[src/sv/cjc_pkg.sv]
// Shared types, constants and codes for the join configuration parser.
// Used by cjc_front, cjc_back and cbor_join_config_parser_core.
`timescale 1ns / 1ps
`default_nettype none

package cjc_pkg;

  // Sizing of the object that is accepted.
  localparam int MaxKeys        = 4;
  localparam int MaxParams      = 3;
  localparam int MinKeyElements = 2;
  localparam int KcW            = $clog2(MaxKeys + 1);
  localparam int KIdxW          = (MaxKeys > 1) ? $clog2(MaxKeys) : 1;

  // CBOR major types and header values.
  localparam logic [2:0] MajorUint  = 3'd0;
  localparam logic [2:0] MajorBstr  = 3'd2;
  localparam logic [2:0] MajorArray = 3'd4;
  localparam logic [2:0] MajorMap   = 3'd5;
  localparam logic [4:0] AiMaxImm   = 5'd23;
  localparam logic [4:0] AiOneByte  = 5'd24;
  localparam logic [4:0] AiMaxLease = 5'd27;
  localparam logic [4:0] AiKeyLen   = 5'd16;
  localparam logic [4:0] KeyLen     = 5'd16;
  localparam logic [4:0] SaLen      = 5'd2;
  localparam logic [7:0] HdrSaBstr  = 8'h42;
  localparam logic [7:0] HdrCaBstr  = 8'h50;

  // Result kinds.
  localparam logic [1:0] KindKey    = 2'd0;
  localparam logic [1:0] KindShort  = 2'd1;
  localparam logic [1:0] KindCtrl   = 2'd2;
  localparam logic [1:0] KindStatus = 2'd3;

  // Register indexes of the configuration port.
  localparam logic [1:0] RegLabelKs     = 2'd0;
  localparam logic [1:0] RegLabelSa     = 2'd1;
  localparam logic [1:0] RegLabelCa     = 2'd2;
  localparam logic [1:0] RegDefaultUse  = 2'd3;

  typedef enum logic [3:0] {
    PhMap, PhLabel, PhKsArr, PhKsIdx, PhKsIdxX, PhKsAfterIdx, PhKsUseX, PhKsBstr,
    PhKsBytes, PhSaArr, PhSaBstr, PhSaBytes, PhSaLease, PhCaHdr, PhCaBytes, PhEnd
  } phase_e;

  typedef enum logic [2:0] {
    BParse, BKeyRead, BKeyOut, BShort, BCtrl, BStatus
  } burst_e;

  // One classified byte in the queue between front and back.
  typedef struct packed {
    logic [7:0] data;
    logic [2:0] major;
    logic [4:0] ai;
    logic       last;
  } item_t;

  typedef struct packed {
    logic [4:0] label_ks;
    logic [4:0] label_sa;
    logic [4:0] label_ca;
    logic [7:0] default_use;
  } cfg_t;

endpackage

`default_nettype wire

[src/sv/cjc_front.sv]
// Front end: takes bytes, splits the CBOR header fields and queues them.
// Depends on cjc_pkg.
`timescale 1ns / 1ps
`default_nettype none

module cjc_front (
  input  wire logic          clk_i,
  input  wire logic          rst_ni,
  input  wire logic          push_i,
  output logic               full_o,
  input  wire logic [7:0]    data_byte_i,
  input  wire logic          last_byte_i,
  output logic               item_valid_o,
  output cjc_pkg::item_t     item_o,
  input  wire logic          item_pop_i
);

  cjc_pkg::item_t q_mem [2];
  logic           wptr_q, rptr_q;
  logic [1:0]     cnt_q;
  logic           wr_en, rd_en;
  cjc_pkg::item_t item_in;

  // Classify the incoming byte.
  always_comb begin
    item_in.data  = data_byte_i;
    item_in.major = data_byte_i[7:5];
    item_in.ai    = data_byte_i[4:0];
    item_in.last  = last_byte_i;
  end

  assign full_o       = (cnt_q == 2'd2);
  assign item_valid_o = (cnt_q != 2'd0);
  assign wr_en        = push_i && !full_o;
  assign rd_en        = item_pop_i && item_valid_o;
  assign item_o       = q_mem[rptr_q];

  // Queue storage.
  always_ff @(posedge clk_i) begin
    if (wr_en) begin
      q_mem[wptr_q] <= item_in;
    end
  end

  // Queue pointers and fill count.
  always_ff @(posedge clk_i or negedge rst_ni) begin
    if (!rst_ni) begin
      wptr_q <= 1'b0;
      rptr_q <= 1'b0;
      cnt_q  <= 2'd0;
    end else begin
      if (wr_en) wptr_q <= !wptr_q;
      if (rd_en) rptr_q <= !rptr_q;
      cnt_q <= cnt_q + {1'b0, wr_en} - {1'b0, rd_en};
    end
  end

endmodule

`default_nettype wire

[src/sv/cjc_back.sv]
// Back end: runs the map parser on queued bytes and plays out the result burst.
// Depends on cjc_pkg; holds the key store and the output register.
`timescale 1ns / 1ps
`default_nettype none

module cjc_back (
  input  wire logic          clk_i,
  input  wire logic          rst_ni,
  input  cjc_pkg::cfg_t      cfg_i,
  input  wire logic          item_valid_i,
  input  cjc_pkg::item_t     item_i,
  output logic               item_pop_o,
  output logic               empty_o,
  input  wire logic          pop_i,
  output logic [1:0]         kind_o,
  output logic [7:0]         key_id_o,
  output logic [7:0]         key_use_o,
  output logic [63:0]        word_high_o,
  output logic [63:0]        word_low_o,
  output logic               status_o,
  output logic               last_o
);

  localparam int EntryW = 8 + 8 + 128;

  cjc_pkg::phase_e phase_q, phase_d;
  cjc_pkg::burst_e burst_q, burst_d;
  logic [4:0]  ent_q, ent_d, el_q, el_d, sbl_q, sbl_d;
  logic [cjc_pkg::KcW-1:0] kc_q, kc_d, ek_q, ek_d;
  logic        err_q, err_d, fail_q, fail_d;
  logic [1:0]  pres_q, pres_d;
  logic [7:0]  cur_idx_q, cur_idx_d, cur_use_q, cur_use_d;
  logic [119:0] cur_key_q, cur_key_d;
  logic [127:0] ca_q, ca_d;
  logic [15:0] sa_q, sa_d;

  logic [EntryW-1:0] key_mem [cjc_pkg::MaxKeys];
  logic [EntryW-1:0] key_rd_q;
  logic              mem_wr, mem_rd;

  logic        out_valid_q, out_free, load;
  logic [1:0]  o_kind_q, o_kind_d;
  logic [7:0]  o_idx_q, o_idx_d, o_use_q, o_use_d;
  logic [63:0] o_hi_q, o_hi_d, o_lo_q, o_lo_d;
  logic        o_st_q, o_st_d, o_last_q, o_last_d;

  logic [7:0] b;
  logic [2:0] major;
  logic [4:0] ai;
  logic [4:0] sbl_dec;

  assign b        = item_i.data;
  assign major    = item_i.major;
  assign ai       = item_i.ai;
  assign sbl_dec  = sbl_q - 5'd1;
  assign out_free = !out_valid_q || pop_i;

  // Parser and burst sequencer.
  always_comb begin
    phase_d   = phase_q;
    burst_d   = burst_q;
    ent_d     = ent_q;
    el_d      = el_q;
    sbl_d     = sbl_q;
    kc_d      = kc_q;
    ek_d      = ek_q;
    err_d     = err_q;
    fail_d    = fail_q;
    pres_d    = pres_q;
    cur_idx_d = cur_idx_q;
    cur_use_d = cur_use_q;
    cur_key_d = cur_key_q;
    ca_d      = ca_q;
    sa_d      = sa_q;
    mem_wr    = 1'b0;
    mem_rd    = 1'b0;
    load      = 1'b0;
    o_kind_d  = cjc_pkg::KindStatus;
    o_idx_d   = 8'd0;
    o_use_d   = 8'd0;
    o_hi_d    = 64'd0;
    o_lo_d    = 64'd0;
    o_st_d    = 1'b0;
    o_last_d  = 1'b0;
    item_pop_o = (burst_q == cjc_pkg::BParse);

    unique case (burst_q)
      cjc_pkg::BParse: begin
        if (item_valid_i) begin
          if (!err_q) begin
            unique case (phase_q)
              cjc_pkg::PhMap: begin
                if (major != cjc_pkg::MajorMap || ai > 5'(cjc_pkg::MaxParams)) begin
                  err_d = 1'b1;
                end else begin
                  ent_d   = ai;
                  phase_d = (ai == 5'd0) ? cjc_pkg::PhEnd : cjc_pkg::PhLabel;
                end
              end
              cjc_pkg::PhLabel: begin
                if (b == {3'd0, cfg_i.label_ks}) phase_d = cjc_pkg::PhKsArr;
                else if (b == {3'd0, cfg_i.label_sa}) phase_d = cjc_pkg::PhSaArr;
                else if (b == {3'd0, cfg_i.label_ca}) phase_d = cjc_pkg::PhCaHdr;
                else err_d = 1'b1;
              end
              cjc_pkg::PhKsArr: begin
                if (major != cjc_pkg::MajorArray || ai < 5'(cjc_pkg::MinKeyElements) ||
                    ai > cjc_pkg::AiMaxImm) begin
                  err_d = 1'b1;
                end else begin
                  el_d    = ai;
                  kc_d    = '0;
                  phase_d = cjc_pkg::PhKsIdx;
                end
              end
              cjc_pkg::PhKsIdx: begin
                if (kc_q >= cjc_pkg::KcW'(cjc_pkg::MaxKeys) || el_q == 5'd0 ||
                    major != cjc_pkg::MajorUint || ai > cjc_pkg::AiOneByte) begin
                  err_d = 1'b1;
                end else begin
                  el_d      = el_q - 5'd1;
                  cur_idx_d = {3'd0, ai};
                  cur_use_d = cfg_i.default_use;
                  phase_d   = (ai == cjc_pkg::AiOneByte) ? cjc_pkg::PhKsIdxX
                                                         : cjc_pkg::PhKsAfterIdx;
                end
              end
              cjc_pkg::PhKsIdxX: begin
                cur_idx_d = b;
                phase_d   = cjc_pkg::PhKsAfterIdx;
              end
              cjc_pkg::PhKsAfterIdx: begin
                if (el_q != 5'd0 && major == cjc_pkg::MajorUint &&
                    ai <= cjc_pkg::AiOneByte) begin
                  el_d = el_q - 5'd1;
                  if (ai == cjc_pkg::AiOneByte) begin
                    phase_d = cjc_pkg::PhKsUseX;
                  end else begin
                    cur_use_d = {3'd0, ai};
                    phase_d   = cjc_pkg::PhKsBstr;
                  end
                end else if (el_q == 5'd0 || major != cjc_pkg::MajorBstr ||
                             ai != cjc_pkg::AiKeyLen) begin
                  err_d = 1'b1;
                end else begin
                  el_d    = el_q - 5'd1;
                  sbl_d   = cjc_pkg::KeyLen;
                  phase_d = cjc_pkg::PhKsBytes;
                end
              end
              cjc_pkg::PhKsUseX: begin
                cur_use_d = b;
                phase_d   = cjc_pkg::PhKsBstr;
              end
              cjc_pkg::PhKsBstr: begin
                if (el_q == 5'd0 || major != cjc_pkg::MajorBstr ||
                    ai != cjc_pkg::AiKeyLen) begin
                  err_d = 1'b1;
                end else begin
                  el_d    = el_q - 5'd1;
                  sbl_d   = cjc_pkg::KeyLen;
                  phase_d = cjc_pkg::PhKsBytes;
                end
              end
              cjc_pkg::PhKsBytes: begin
                cur_key_d = {cur_key_q[111:0], b};
                sbl_d     = sbl_dec;
                if (sbl_dec == 5'd0) begin
                  mem_wr = 1'b1;
                  kc_d   = kc_q + 1'b1;
                  if (el_q == 5'd0) begin
                    ent_d   = ent_q - 5'd1;
                    phase_d = (ent_q == 5'd1) ? cjc_pkg::PhEnd : cjc_pkg::PhLabel;
                  end else begin
                    phase_d = cjc_pkg::PhKsIdx;
                  end
                end
              end
              cjc_pkg::PhSaArr: begin
                if (major != cjc_pkg::MajorArray || ai < 5'd1 || ai > 5'd2) begin
                  err_d = 1'b1;
                end else begin
                  el_d    = ai;
                  phase_d = cjc_pkg::PhSaBstr;
                end
              end
              cjc_pkg::PhSaBstr: begin
                if (b != cjc_pkg::HdrSaBstr) begin
                  err_d = 1'b1;
                end else begin
                  sbl_d   = cjc_pkg::SaLen;
                  phase_d = cjc_pkg::PhSaBytes;
                end
              end
              cjc_pkg::PhSaBytes: begin
                if (el_q != 5'd0) sa_d = {sa_q[7:0], b};
                sbl_d = sbl_dec;
                if (sbl_dec == 5'd0) begin
                  if (el_q == 5'd2) begin
                    pres_d[0] = 1'b1;
                    el_d      = 5'd1;
                    phase_d   = cjc_pkg::PhSaLease;
                  end else begin
                    if (el_q == 5'd1) pres_d[0] = 1'b1;
                    el_d    = 5'd0;
                    ent_d   = ent_q - 5'd1;
                    phase_d = (ent_q == 5'd1) ? cjc_pkg::PhEnd : cjc_pkg::PhLabel;
                  end
                end
              end
              cjc_pkg::PhSaLease: begin
                if (major != cjc_pkg::MajorUint || ai > cjc_pkg::AiMaxLease) begin
                  err_d = 1'b1;
                end else begin
                  el_d = 5'd0;
                  if (ai < cjc_pkg::AiOneByte) begin
                    ent_d   = ent_q - 5'd1;
                    phase_d = (ent_q == 5'd1) ? cjc_pkg::PhEnd : cjc_pkg::PhLabel;
                  end else begin
                    sbl_d   = 5'd1 << (ai[1:0]);
                    phase_d = cjc_pkg::PhSaBytes;
                  end
                end
              end
              cjc_pkg::PhCaHdr: begin
                if (b != cjc_pkg::HdrCaBstr) begin
                  err_d = 1'b1;
                end else begin
                  sbl_d   = cjc_pkg::KeyLen;
                  phase_d = cjc_pkg::PhCaBytes;
                end
              end
              cjc_pkg::PhCaBytes: begin
                ca_d  = {ca_q[119:0], b};
                sbl_d = sbl_dec;
                if (sbl_dec == 5'd0) begin
                  pres_d[1] = 1'b1;
                  ent_d     = ent_q - 5'd1;
                  phase_d   = (ent_q == 5'd1) ? cjc_pkg::PhEnd : cjc_pkg::PhLabel;
                end
              end
              cjc_pkg::PhEnd: err_d = 1'b1;
              default: err_d = 1'b1;
            endcase
          end
          if (item_i.last) begin
            burst_d = cjc_pkg::BKeyRead;
            ek_d    = '0;
          end
        end
      end
      cjc_pkg::BKeyRead: begin
        if (err_q || phase_q != cjc_pkg::PhEnd) begin
          fail_d  = 1'b1;
          burst_d = cjc_pkg::BStatus;
        end else if (ek_q < kc_q) begin
          mem_rd  = 1'b1;
          burst_d = cjc_pkg::BKeyOut;
        end else begin
          burst_d = cjc_pkg::BShort;
        end
      end
      cjc_pkg::BKeyOut: begin
        if (out_free) begin
          load     = 1'b1;
          o_kind_d = cjc_pkg::KindKey;
          {o_idx_d, o_use_d, o_hi_d, o_lo_d} = key_rd_q;
          ek_d     = ek_q + 1'b1;
          burst_d  = cjc_pkg::BKeyRead;
        end
      end
      cjc_pkg::BShort: begin
        if (!pres_q[0]) begin
          burst_d = cjc_pkg::BCtrl;
        end else if (out_free) begin
          load     = 1'b1;
          o_kind_d = cjc_pkg::KindShort;
          o_lo_d   = {48'd0, sa_q};
          burst_d  = cjc_pkg::BCtrl;
        end
      end
      cjc_pkg::BCtrl: begin
        if (!pres_q[1]) begin
          burst_d = cjc_pkg::BStatus;
        end else if (out_free) begin
          load     = 1'b1;
          o_kind_d = cjc_pkg::KindCtrl;
          o_hi_d   = ca_q[127:64];
          o_lo_d   = ca_q[63:0];
          burst_d  = cjc_pkg::BStatus;
        end
      end
      cjc_pkg::BStatus: begin
        if (out_free) begin
          load     = 1'b1;
          o_kind_d = cjc_pkg::KindStatus;
          o_st_d   = fail_q;
          o_last_d = 1'b1;
          // Start a fresh object.
          fail_d   = 1'b0;
          phase_d  = cjc_pkg::PhMap;
          ent_d    = 5'd0;
          el_d     = 5'd0;
          sbl_d    = 5'd0;
          kc_d     = '0;
          err_d    = 1'b0;
          pres_d   = 2'd0;
          sa_d     = 16'd0;
          ca_d     = 128'd0;
          burst_d  = cjc_pkg::BParse;
        end
      end
      default: burst_d = cjc_pkg::BParse;
    endcase
  end

  // Key store: one write port from the parser, one registered read port.
  always_ff @(posedge clk_i) begin
    if (mem_wr) begin
      key_mem[kc_q[cjc_pkg::KIdxW-1:0]] <= {cur_idx_q, cur_use_q, cur_key_q, b};
    end
    if (mem_rd) begin
      key_rd_q <= key_mem[ek_q[cjc_pkg::KIdxW-1:0]];
    end
  end

  // Control state.
  always_ff @(posedge clk_i or negedge rst_ni) begin
    if (!rst_ni) begin
      phase_q     <= cjc_pkg::PhMap;
      burst_q     <= cjc_pkg::BParse;
      ent_q       <= 5'd0;
      el_q        <= 5'd0;
      sbl_q       <= 5'd0;
      kc_q        <= '0;
      ek_q        <= '0;
      err_q       <= 1'b0;
      fail_q      <= 1'b0;
      pres_q      <= 2'd0;
      sa_q        <= 16'd0;
      ca_q        <= 128'd0;
      out_valid_q <= 1'b0;
    end else begin
      phase_q     <= phase_d;
      burst_q     <= burst_d;
      ent_q       <= ent_d;
      el_q        <= el_d;
      sbl_q       <= sbl_d;
      kc_q        <= kc_d;
      ek_q        <= ek_d;
      err_q       <= err_d;
      fail_q      <= fail_d;
      pres_q      <= pres_d;
      sa_q        <= sa_d;
      ca_q        <= ca_d;
      out_valid_q <= load || (out_valid_q && !pop_i);
    end
  end

  // Payload registers of the current key group and of the result.
  always_ff @(posedge clk_i) begin
    cur_idx_q <= cur_idx_d;
    cur_use_q <= cur_use_d;
    cur_key_q <= cur_key_d;
    if (load) begin
      o_kind_q <= o_kind_d;
      o_idx_q  <= o_idx_d;
      o_use_q  <= o_use_d;
      o_hi_q   <= o_hi_d;
      o_lo_q   <= o_lo_d;
      o_st_q   <= o_st_d;
      o_last_q <= o_last_d;
    end
  end

  assign empty_o     = !out_valid_q;
  assign kind_o      = o_kind_q;
  assign key_id_o    = o_idx_q;
  assign key_use_o   = o_use_q;
  assign word_high_o = o_hi_q;
  assign word_low_o  = o_lo_q;
  assign status_o    = o_st_q;
  assign last_o      = o_last_q;

  // The key count never passes the size of the key store.
  a_kc_bound: assert property (@(posedge clk_i) disable iff (!rst_ni)
    kc_q <= cjc_pkg::KcW'(cjc_pkg::MaxKeys))
    else $error("key count beyond store size");

  // No byte is taken from the queue while a burst plays out.
  a_no_pop_burst: assert property (@(posedge clk_i) disable iff (!rst_ni)
    (burst_q != cjc_pkg::BParse) |-> !item_pop_o)
    else $error("queue popped during burst");

  // A status result always ends the burst and returns the parser to the map header.
  a_status_clears: assert property (@(posedge clk_i) disable iff (!rst_ni)
    (load && o_kind_d == cjc_pkg::KindStatus) |=>
      (phase_q == cjc_pkg::PhMap && burst_q == cjc_pkg::BParse && !err_q))
    else $error("status did not restart the parser");

  // A key result is read out only on a successful object.
  a_key_ok: assert property (@(posedge clk_i) disable iff (!rst_ni)
    mem_rd |-> (!err_q && phase_q == cjc_pkg::PhEnd && ek_q < kc_q))
    else $error("key read on a failed object");

endmodule

`default_nettype wire

[src/sv/cbor_join_config_parser_core.sv]
// A byte is registered in the two-entry queue and parsed when the back end pops it.
// Throughput: one byte per cycle while parsing. After the final byte the burst reads
// each stored key from the key store and loads it out, checks for the end of the keys,
// passes the short and controller address steps even when absent, and loads the status;
// a failed object skips to the status. Pop stalls add to this; the queue fills, push stalls.
// Reset: asynchronous, active low; clears the parser, queue and output register
// and returns the configuration registers to their defaults.
`timescale 1ns / 1ps
`default_nettype none

module cbor_join_config_parser_core (
  input  wire logic        clk_i,
  input  wire logic        rst_ni,
  input  wire logic        psel,
  input  wire logic        penable,
  input  wire logic        pwrite,
  input  wire logic [3:0]  paddr,
  input  wire logic [31:0] pwdata,
  output logic [31:0]      prdata,
  output logic             pready,
  input  wire logic        push,
  output logic             full,
  input  wire logic [7:0]  data_byte_i,
  input  wire logic        last_byte_i,
  output logic             empty,
  input  wire logic        pop,
  output logic [1:0]       kind_o,
  output logic [7:0]       key_id_o,
  output logic [7:0]       key_use_o,
  output logic [63:0]      word_high_o,
  output logic [63:0]      word_low_o,
  output logic             status_o,
  output logic             last_o
);

  cjc_pkg::cfg_t  cfg_q;
  cjc_pkg::item_t item;
  logic           item_valid, item_pop, cfg_wr;

  assign pready = 1'b1;
  assign cfg_wr = psel && penable && pwrite && pready;

  // Configuration registers.
  always_ff @(posedge clk_i or negedge rst_ni) begin
    if (!rst_ni) begin
      cfg_q.label_ks    <= 5'd2;
      cfg_q.label_sa    <= 5'd3;
      cfg_q.label_ca    <= 5'd4;
      cfg_q.default_use <= 8'd0;
    end else if (cfg_wr) begin
      unique case (paddr[3:2])
        cjc_pkg::RegLabelKs:    cfg_q.label_ks    <= pwdata[4:0];
        cjc_pkg::RegLabelSa:    cfg_q.label_sa    <= pwdata[4:0];
        cjc_pkg::RegLabelCa:    cfg_q.label_ca    <= pwdata[4:0];
        cjc_pkg::RegDefaultUse: cfg_q.default_use <= pwdata[7:0];
        default: ;
      endcase
    end
  end

  // Register read-back.
  always_comb begin
    unique case (paddr[3:2])
      cjc_pkg::RegLabelKs:    prdata = {27'd0, cfg_q.label_ks};
      cjc_pkg::RegLabelSa:    prdata = {27'd0, cfg_q.label_sa};
      cjc_pkg::RegLabelCa:    prdata = {27'd0, cfg_q.label_ca};
      cjc_pkg::RegDefaultUse: prdata = {24'd0, cfg_q.default_use};
      default:                prdata = 32'd0;
    endcase
  end

  cjc_front u_front (
    .clk_i        (clk_i),
    .rst_ni       (rst_ni),
    .push_i       (push),
    .full_o       (full),
    .data_byte_i  (data_byte_i),
    .last_byte_i  (last_byte_i),
    .item_valid_o (item_valid),
    .item_o       (item),
    .item_pop_i   (item_pop)
  );

  cjc_back u_back (
    .clk_i        (clk_i),
    .rst_ni       (rst_ni),
    .cfg_i        (cfg_q),
    .item_valid_i (item_valid),
    .item_i       (item),
    .item_pop_o   (item_pop),
    .empty_o      (empty),
    .pop_i        (pop),
    .kind_o       (kind_o),
    .key_id_o     (key_id_o),
    .key_use_o    (key_use_o),
    .word_high_o  (word_high_o),
    .word_low_o   (word_low_o),
    .status_o     (status_o),
    .last_o       (last_o)
  );

endmodule

`default_nettype wire
[config.mk]
export PLATFORM = sky130hd
export DESIGN_NAME = cbor_join_config_parser_core
export DESIGN_NICKNAME = d
export VERILOG_FILES = /design/src/sv/cjc_pkg.sv /design/src/sv/cjc_front.sv /design/src/sv/cjc_back.sv /design/src/sv/cbor_join_config_parser_core.sv
export SDC_FILE = /design/constraint.sdc
export NUM_CORES = 1
export LEC_CHECK = 0
export ABC_AREA = 1
export ABC_CLOCK_PERIOD_IN_PS = 36900
export BUFFER_PORTS_ARGS = -buffer_cell sky130_fd_sc_hd__buf_2
export CAP_MARGIN = 20
export CORE_ASPECT_RATIO = 0.75
export CORE_MARGIN = 8
export CORE_UTILIZATION = 40
export CTS_BUF_LIST = sky130_fd_sc_hd__clkbuf_4 sky130_fd_sc_hd__clkbuf_8 sky130_fd_sc_hd__clkbuf_16
export DETAILED_ROUTE_END_ITERATION = 8
export GPL_TIMING_DRIVEN = 0
export PLACE_DENSITY_LB_ADDON = 0.25
export SLEW_MARGIN = 10
export SYNTH_ARGS = -nofsm -noshare
export SYNTH_HDL_FRONTEND = slang
export SYNTH_HIERARCHICAL = 1
export SYNTH_SLANG_ARGS = --single-unit
[constraint.sdc]
create_clock -name clk_i -period 36.9 [get_ports clk_i]
set_clock_uncertainty 0.2 [all_clocks]
set_input_delay 3.69 -clock clk_i [delete_from_list [all_inputs] [get_ports clk_i]]
set_output_delay 3.69 -clock clk_i [all_outputs]
set_load 0.02 [all_outputs]
==> summary.md <==
| Metric | Value |
|---|---|
| Die Wd | 415 µm |
| Root cell of the clock tree | sky130_fd_sc_hd__clkbuf_16 |
| Maxcap violations | 0 |
| Initial antenna violation count | 2 |
| Final setup violation count | 0 |
| Clock tree from TritonCTS | built |
| Detail Placement HPWL | 89,800 µm |
| Via count | 30,200 |
| Share of power burned in the clock network | 30.0% |
| Die height | 315 µm |
| Cell taking the most area after synthesis | sky130_fd_sc_hd__edfxtp_1 |
| Final-report hold violation count | 0 |
| Leakage | 0.0203 µW |
| Count of clock tree sinks | 1,226 |
| Routed wirelength normalized by instance count | 22.7 µm |
| Top-level port count | 235 |
| Seq pwr share | 43.8% |
| Placer's final routability congestion estimate | 0.905 |
| Later-pin clock latency in the skew report | 0.72 ns |
| Hold Path Class | flip-flop to flip-flop |
| Starting Density | 40.4% |
| GRT overflow | 0 |
| Int Power | 2680 µW |
| Switching share of power | 34.4% |
| Share of power burned in combinational logic | 26.2% |
| Max H-tree Level | 3 |
| Layout cells sized above 1 | 15.4% |
| Fraction of synthesized cell area taken by the top area cell type | 64.3% |
| Maximum number of pins on one net before global-route repair | 89 |
| Peak Freq | 118 MHz |
| Met1 Use GR | 28.3% |
| Minimum setup slack in the final design | 28.41 ns |
| P per Cell Area | 73.3 mW/mm² |
| Met3 demand-to-capacity share in global routing | 3.33% |
| Maximum resistive drop on vdd | 0.0558 mV |
| GRT busiest layer | met2 |
| Remaining number of nets flagged by the antenna check after routing | 0 |
| Global Route met2 Usage | 30.4% |
| Count of input and output buffers | 183 |
| Number of instances resized during post-cts repair | 0 |
| Clock-pin slew on the worst setup and hold paths | 0.06 ns |
| Synth top cells by count | sky130_fd_sc_hd__edfxtp_1, sky130_fd_sc_hd__nand2_1, sky130_fd_sc_hd__o21ai_0 |
| Synth Area per Inst | 12.8 µm² |
| Synthesized netlist cell count | 3,732 |
| Number of remaining DRC errors | 0 |
| Standard cell core area | 0.118 mm² |
| Total setup buffers inserted after CTS | 0 |
| EDFF count, synth | 1,022 |
| Area of the die | 0.131 mm² |
| Critical Path Sink Type | output pin |
| Share of the synthesized area in compound gates (AO/OA/AOI/OAI) | 9.10% |
| Cts-stage hold buffer count | 0 |
| Library cells used by synthesis | 47 |
| Vias in the first global route | 29,300 |
| Main area contributors after synthesis | sky130_fd_sc_hd__edfxtp_1, sky130_fd_sc_hd__dfrtp_1, sky130_fd_sc_hd__o21ai_0 |
| Post-synthesis async set-or-reset flop share | 16.6% |
| Number of slew-limit violations in the final report | 0 |
| Area Overhead vs Synth | 17.0% |
| Global-route total usage across every layer | 19.5% |
| Startpoint kind of the worst setup timing path | input pin |
| Fraction of synthesized cell area in xor and xnor cells | 0.0551% |
| Result of the run | complete, no violations |
| Post-synthesis cell area | 0.0477 mm² |
| Count of synthesis-stage warnings from yosys | 6 |
| Headroom to the max-slew limit | 21.8% |
| Overall routed net length | 131,000 µm |
| Total CTS buffers | 113 |
| Placement Rows | 109 |
| Sum Neg Setup Slack | 0 ns |
| Pre-CTS WS | 28.45 ns |
| Maximum clock insertion buffer count | 3 |
| Number of fill cells in the layout | 10,500 |
| Post-synthesis simple-gate area fraction | 10.9% |
| Fraction of the yosys area taken by sequential cells | 75.0% |
| Main synth FF type | sky130_fd_sc_hd__edfxtp_1 |
| Routed via count divided by cell count | 5.24 |
| DRC marker count from the first detailed-route iteration | 3,269 |
| CP arrival | 4.60 ns |
| Sw power | 1410 µW |
| CP Max Fanout | 6 |
| Final net count | 4,184 |
| Final Critical Period | 8.49 ns |
| Required time of the critical path | 33.01 ns |
| Largest family of logic cells by synthesized area | simple AND/OR/NAND/NOR gates |
| Critical Setup Path Class | input pin to output pin |
| Final Cycle Share | 23.0% |
| Area share of fa/ha/maj cells after synthesis | 0.446% |
| Worst-margin pin slew | 1.17 ns |
| Unrepaired setup endpoints after global routing | false |
| 1st-pass router iterations | 6 |
| Post-synthesis register bit count | 1,226 |
| Wire length of the first global-routing pass | 194,000 µm |
| Antenna diode count | 0 |
| Post-synthesis mux area share | 0% |
| Cell with the most instances after synthesis | sky130_fd_sc_hd__edfxtp_1 |
==> cell families after synthesis <==
family | count (synthesis)
flops | 1226
simple gates | 1211
compound gates | 787
buf+inv | 486
fa+ha+maj | 17
xor+xnor | 3
other cells | 2
==> sequential cells by signal, indices dropped and copies added, names as in the netlist, 2 cells and up <==
name / count
u_back/key_use_o: 8
u_front/cnt_q: 2
u_back/pres_q: 2
u_back/kind_o: 2
u_back/ek_q: 3
u_back/ca_q: 128
u_back/cur_use_q: 8
cfg_q: 23
u_back/word_high_o: 64
u_back/phase_q: 4
u_back/key_id_o: 8
u_back/sa_q: 16
u_back/burst_q: 3
u_front/q_mem: 18
u_back/ent_q: 5
u_back/cur_idx_q: 8
u_back/sbl_q: 5
u_back/word_low_o: 64
u_back/el_q: 5
u_back/key_rd_q: 144
u_back/key_mem: 576
u_back/kc_q: 3
u_back/cur_key_q: 120
==> layer usage <==
layer | share of wire (%) | wire length (µm)
met5 | 0 | 0
met3 | 6.8 | 8930
met1 | 45 | 58800
met4 | 2.9 | 3780
met2 | 45 | 59400
==> area by class of cell <==
type	count	area (µm²)	area share [%]
plain buffers	213	1120	2.00
clock buffers	136	3040	5.46
clock inverters	76	853	1.53
inverters	273	1030	1.84
multi-input cells	2043	9900	17.8
flip-flops and latches	1226	35800	64.2
well taps	1554	1940	3.48
repair buffers	245	2110	3.77
==> worst max-delay path: stages <==
cell,delay (ns)
sky130_fd_sc_hd__buf_2,0.13
sky130_fd_sc_hd__nor2_1,0.39
sky130_fd_sc_hd__nand2_1,0.12
sky130_fd_sc_hd__nand4_1,0.11
sky130_fd_sc_hd__buf_2,0.17
==> final timing paths <==
kind,start,to,slack [ns],cells past startpoint
max,paddr[3],prdata[4],28.41,5
min,u_front/wptr_q,u_front/wptr_q,0.27,2
max reg2reg,u_back/ek_q[0],u_back/key_rd_q[31],32.65,13
min reg2reg,u_front/wptr_q,u_front/wptr_q,0.27,2
max in group asynchronous,rst_ni,u_back/ca_q[76],32.99,2
min in group asynchronous,rst_ni,u_back/phase_q[3],2.66,1
==> per-stage QoR <==
step / total power, µW / instance area, µm² / utilization (%) / instances / hold slack (ns)
CTS: 4110 / 55800 / 47.2 / 5764 / 0.281
global placement: 2890 / 50700 / 42.9 / 5492 / 0.253
floorplan: 2460 / 47800 / - / 3755 / 0.242
global route: 4280 / 55800 / 47.2 / 5766 / 0.303
finish: 4090 / 55800 / 47.2 / 5766 / 0.274
detailed placement: 2890 / 51900 / 43.9 / 5552 / 0.268
==> cell usage in the layout, fill, tap and decap left out, types with 10 or more instances in the layout <==
cell	netlist	routed
sky130_fd_sc_hd__nand4_1	23	23
sky130_fd_sc_hd__buf_16	0	20
sky130_fd_sc_hd__o21ai_0	475	475
sky130_fd_sc_hd__o22ai_1	150	150
sky130_fd_sc_hd__clkbuf_1	118	118
sky130_fd_sc_hd__conb_1	2	25
sky130_fd_sc_hd__dfrtp_1	200	200
sky130_fd_sc_hd__nand2_2	14	14
sky130_fd_sc_hd__clkinv_1	1	19
sky130_fd_sc_hd__a21oi_1	20	20
sky130_fd_sc_hd__ha_1	17	17
sky130_fd_sc_hd__o21ai_1	79	79
sky130_fd_sc_hd__nor2_1	399	393
sky130_fd_sc_hd__o211ai_1	12	12
sky130_fd_sc_hd__nor2_2	10	10
sky130_fd_sc_hd__inv_2	12	12
sky130_fd_sc_hd__clkinv_2	1	24
sky130_fd_sc_hd__buf_6	16	21
sky130_fd_sc_hd__buf_2	33	216
sky130_fd_sc_hd__nor3_1	12	11
sky130_fd_sc_hd__nand3_2	30	30
sky130_fd_sc_hd__nand2_1	530	530
sky130_fd_sc_hd__a22oi_1	11	11
sky130_fd_sc_hd__bufinv_16	0	16
sky130_fd_sc_hd__inv_1	258	258
sky130_fd_sc_hd__o21ai_2	30	30
sky130_fd_sc_hd__clkbuf_16	0	113
sky130_fd_sc_hd__nand3_1	180	180
sky130_fd_sc_hd__buf_4	37	48
sky130_fd_sc_hd__clkbuf_4	0	16
sky130_fd_sc_hd__buf_12	1	23
sky130_fd_sc_hd__edfxtp_1	1022	1022
==> power by group through the flow <==
stage | logic (µW) | clock network (µW) | registers [µW]
after floorplan | 593 | 0 | 1870
after global placement | 1030 | 0 | 1860
after detailed placement | 1070 | 0 | 1820
after CTS | 1070 | 1250 | 1790
after global routing | 1170 | 1300 | 1810
final | 1070 | 1230 | 1790
Power figures use the tool's default switching activity.
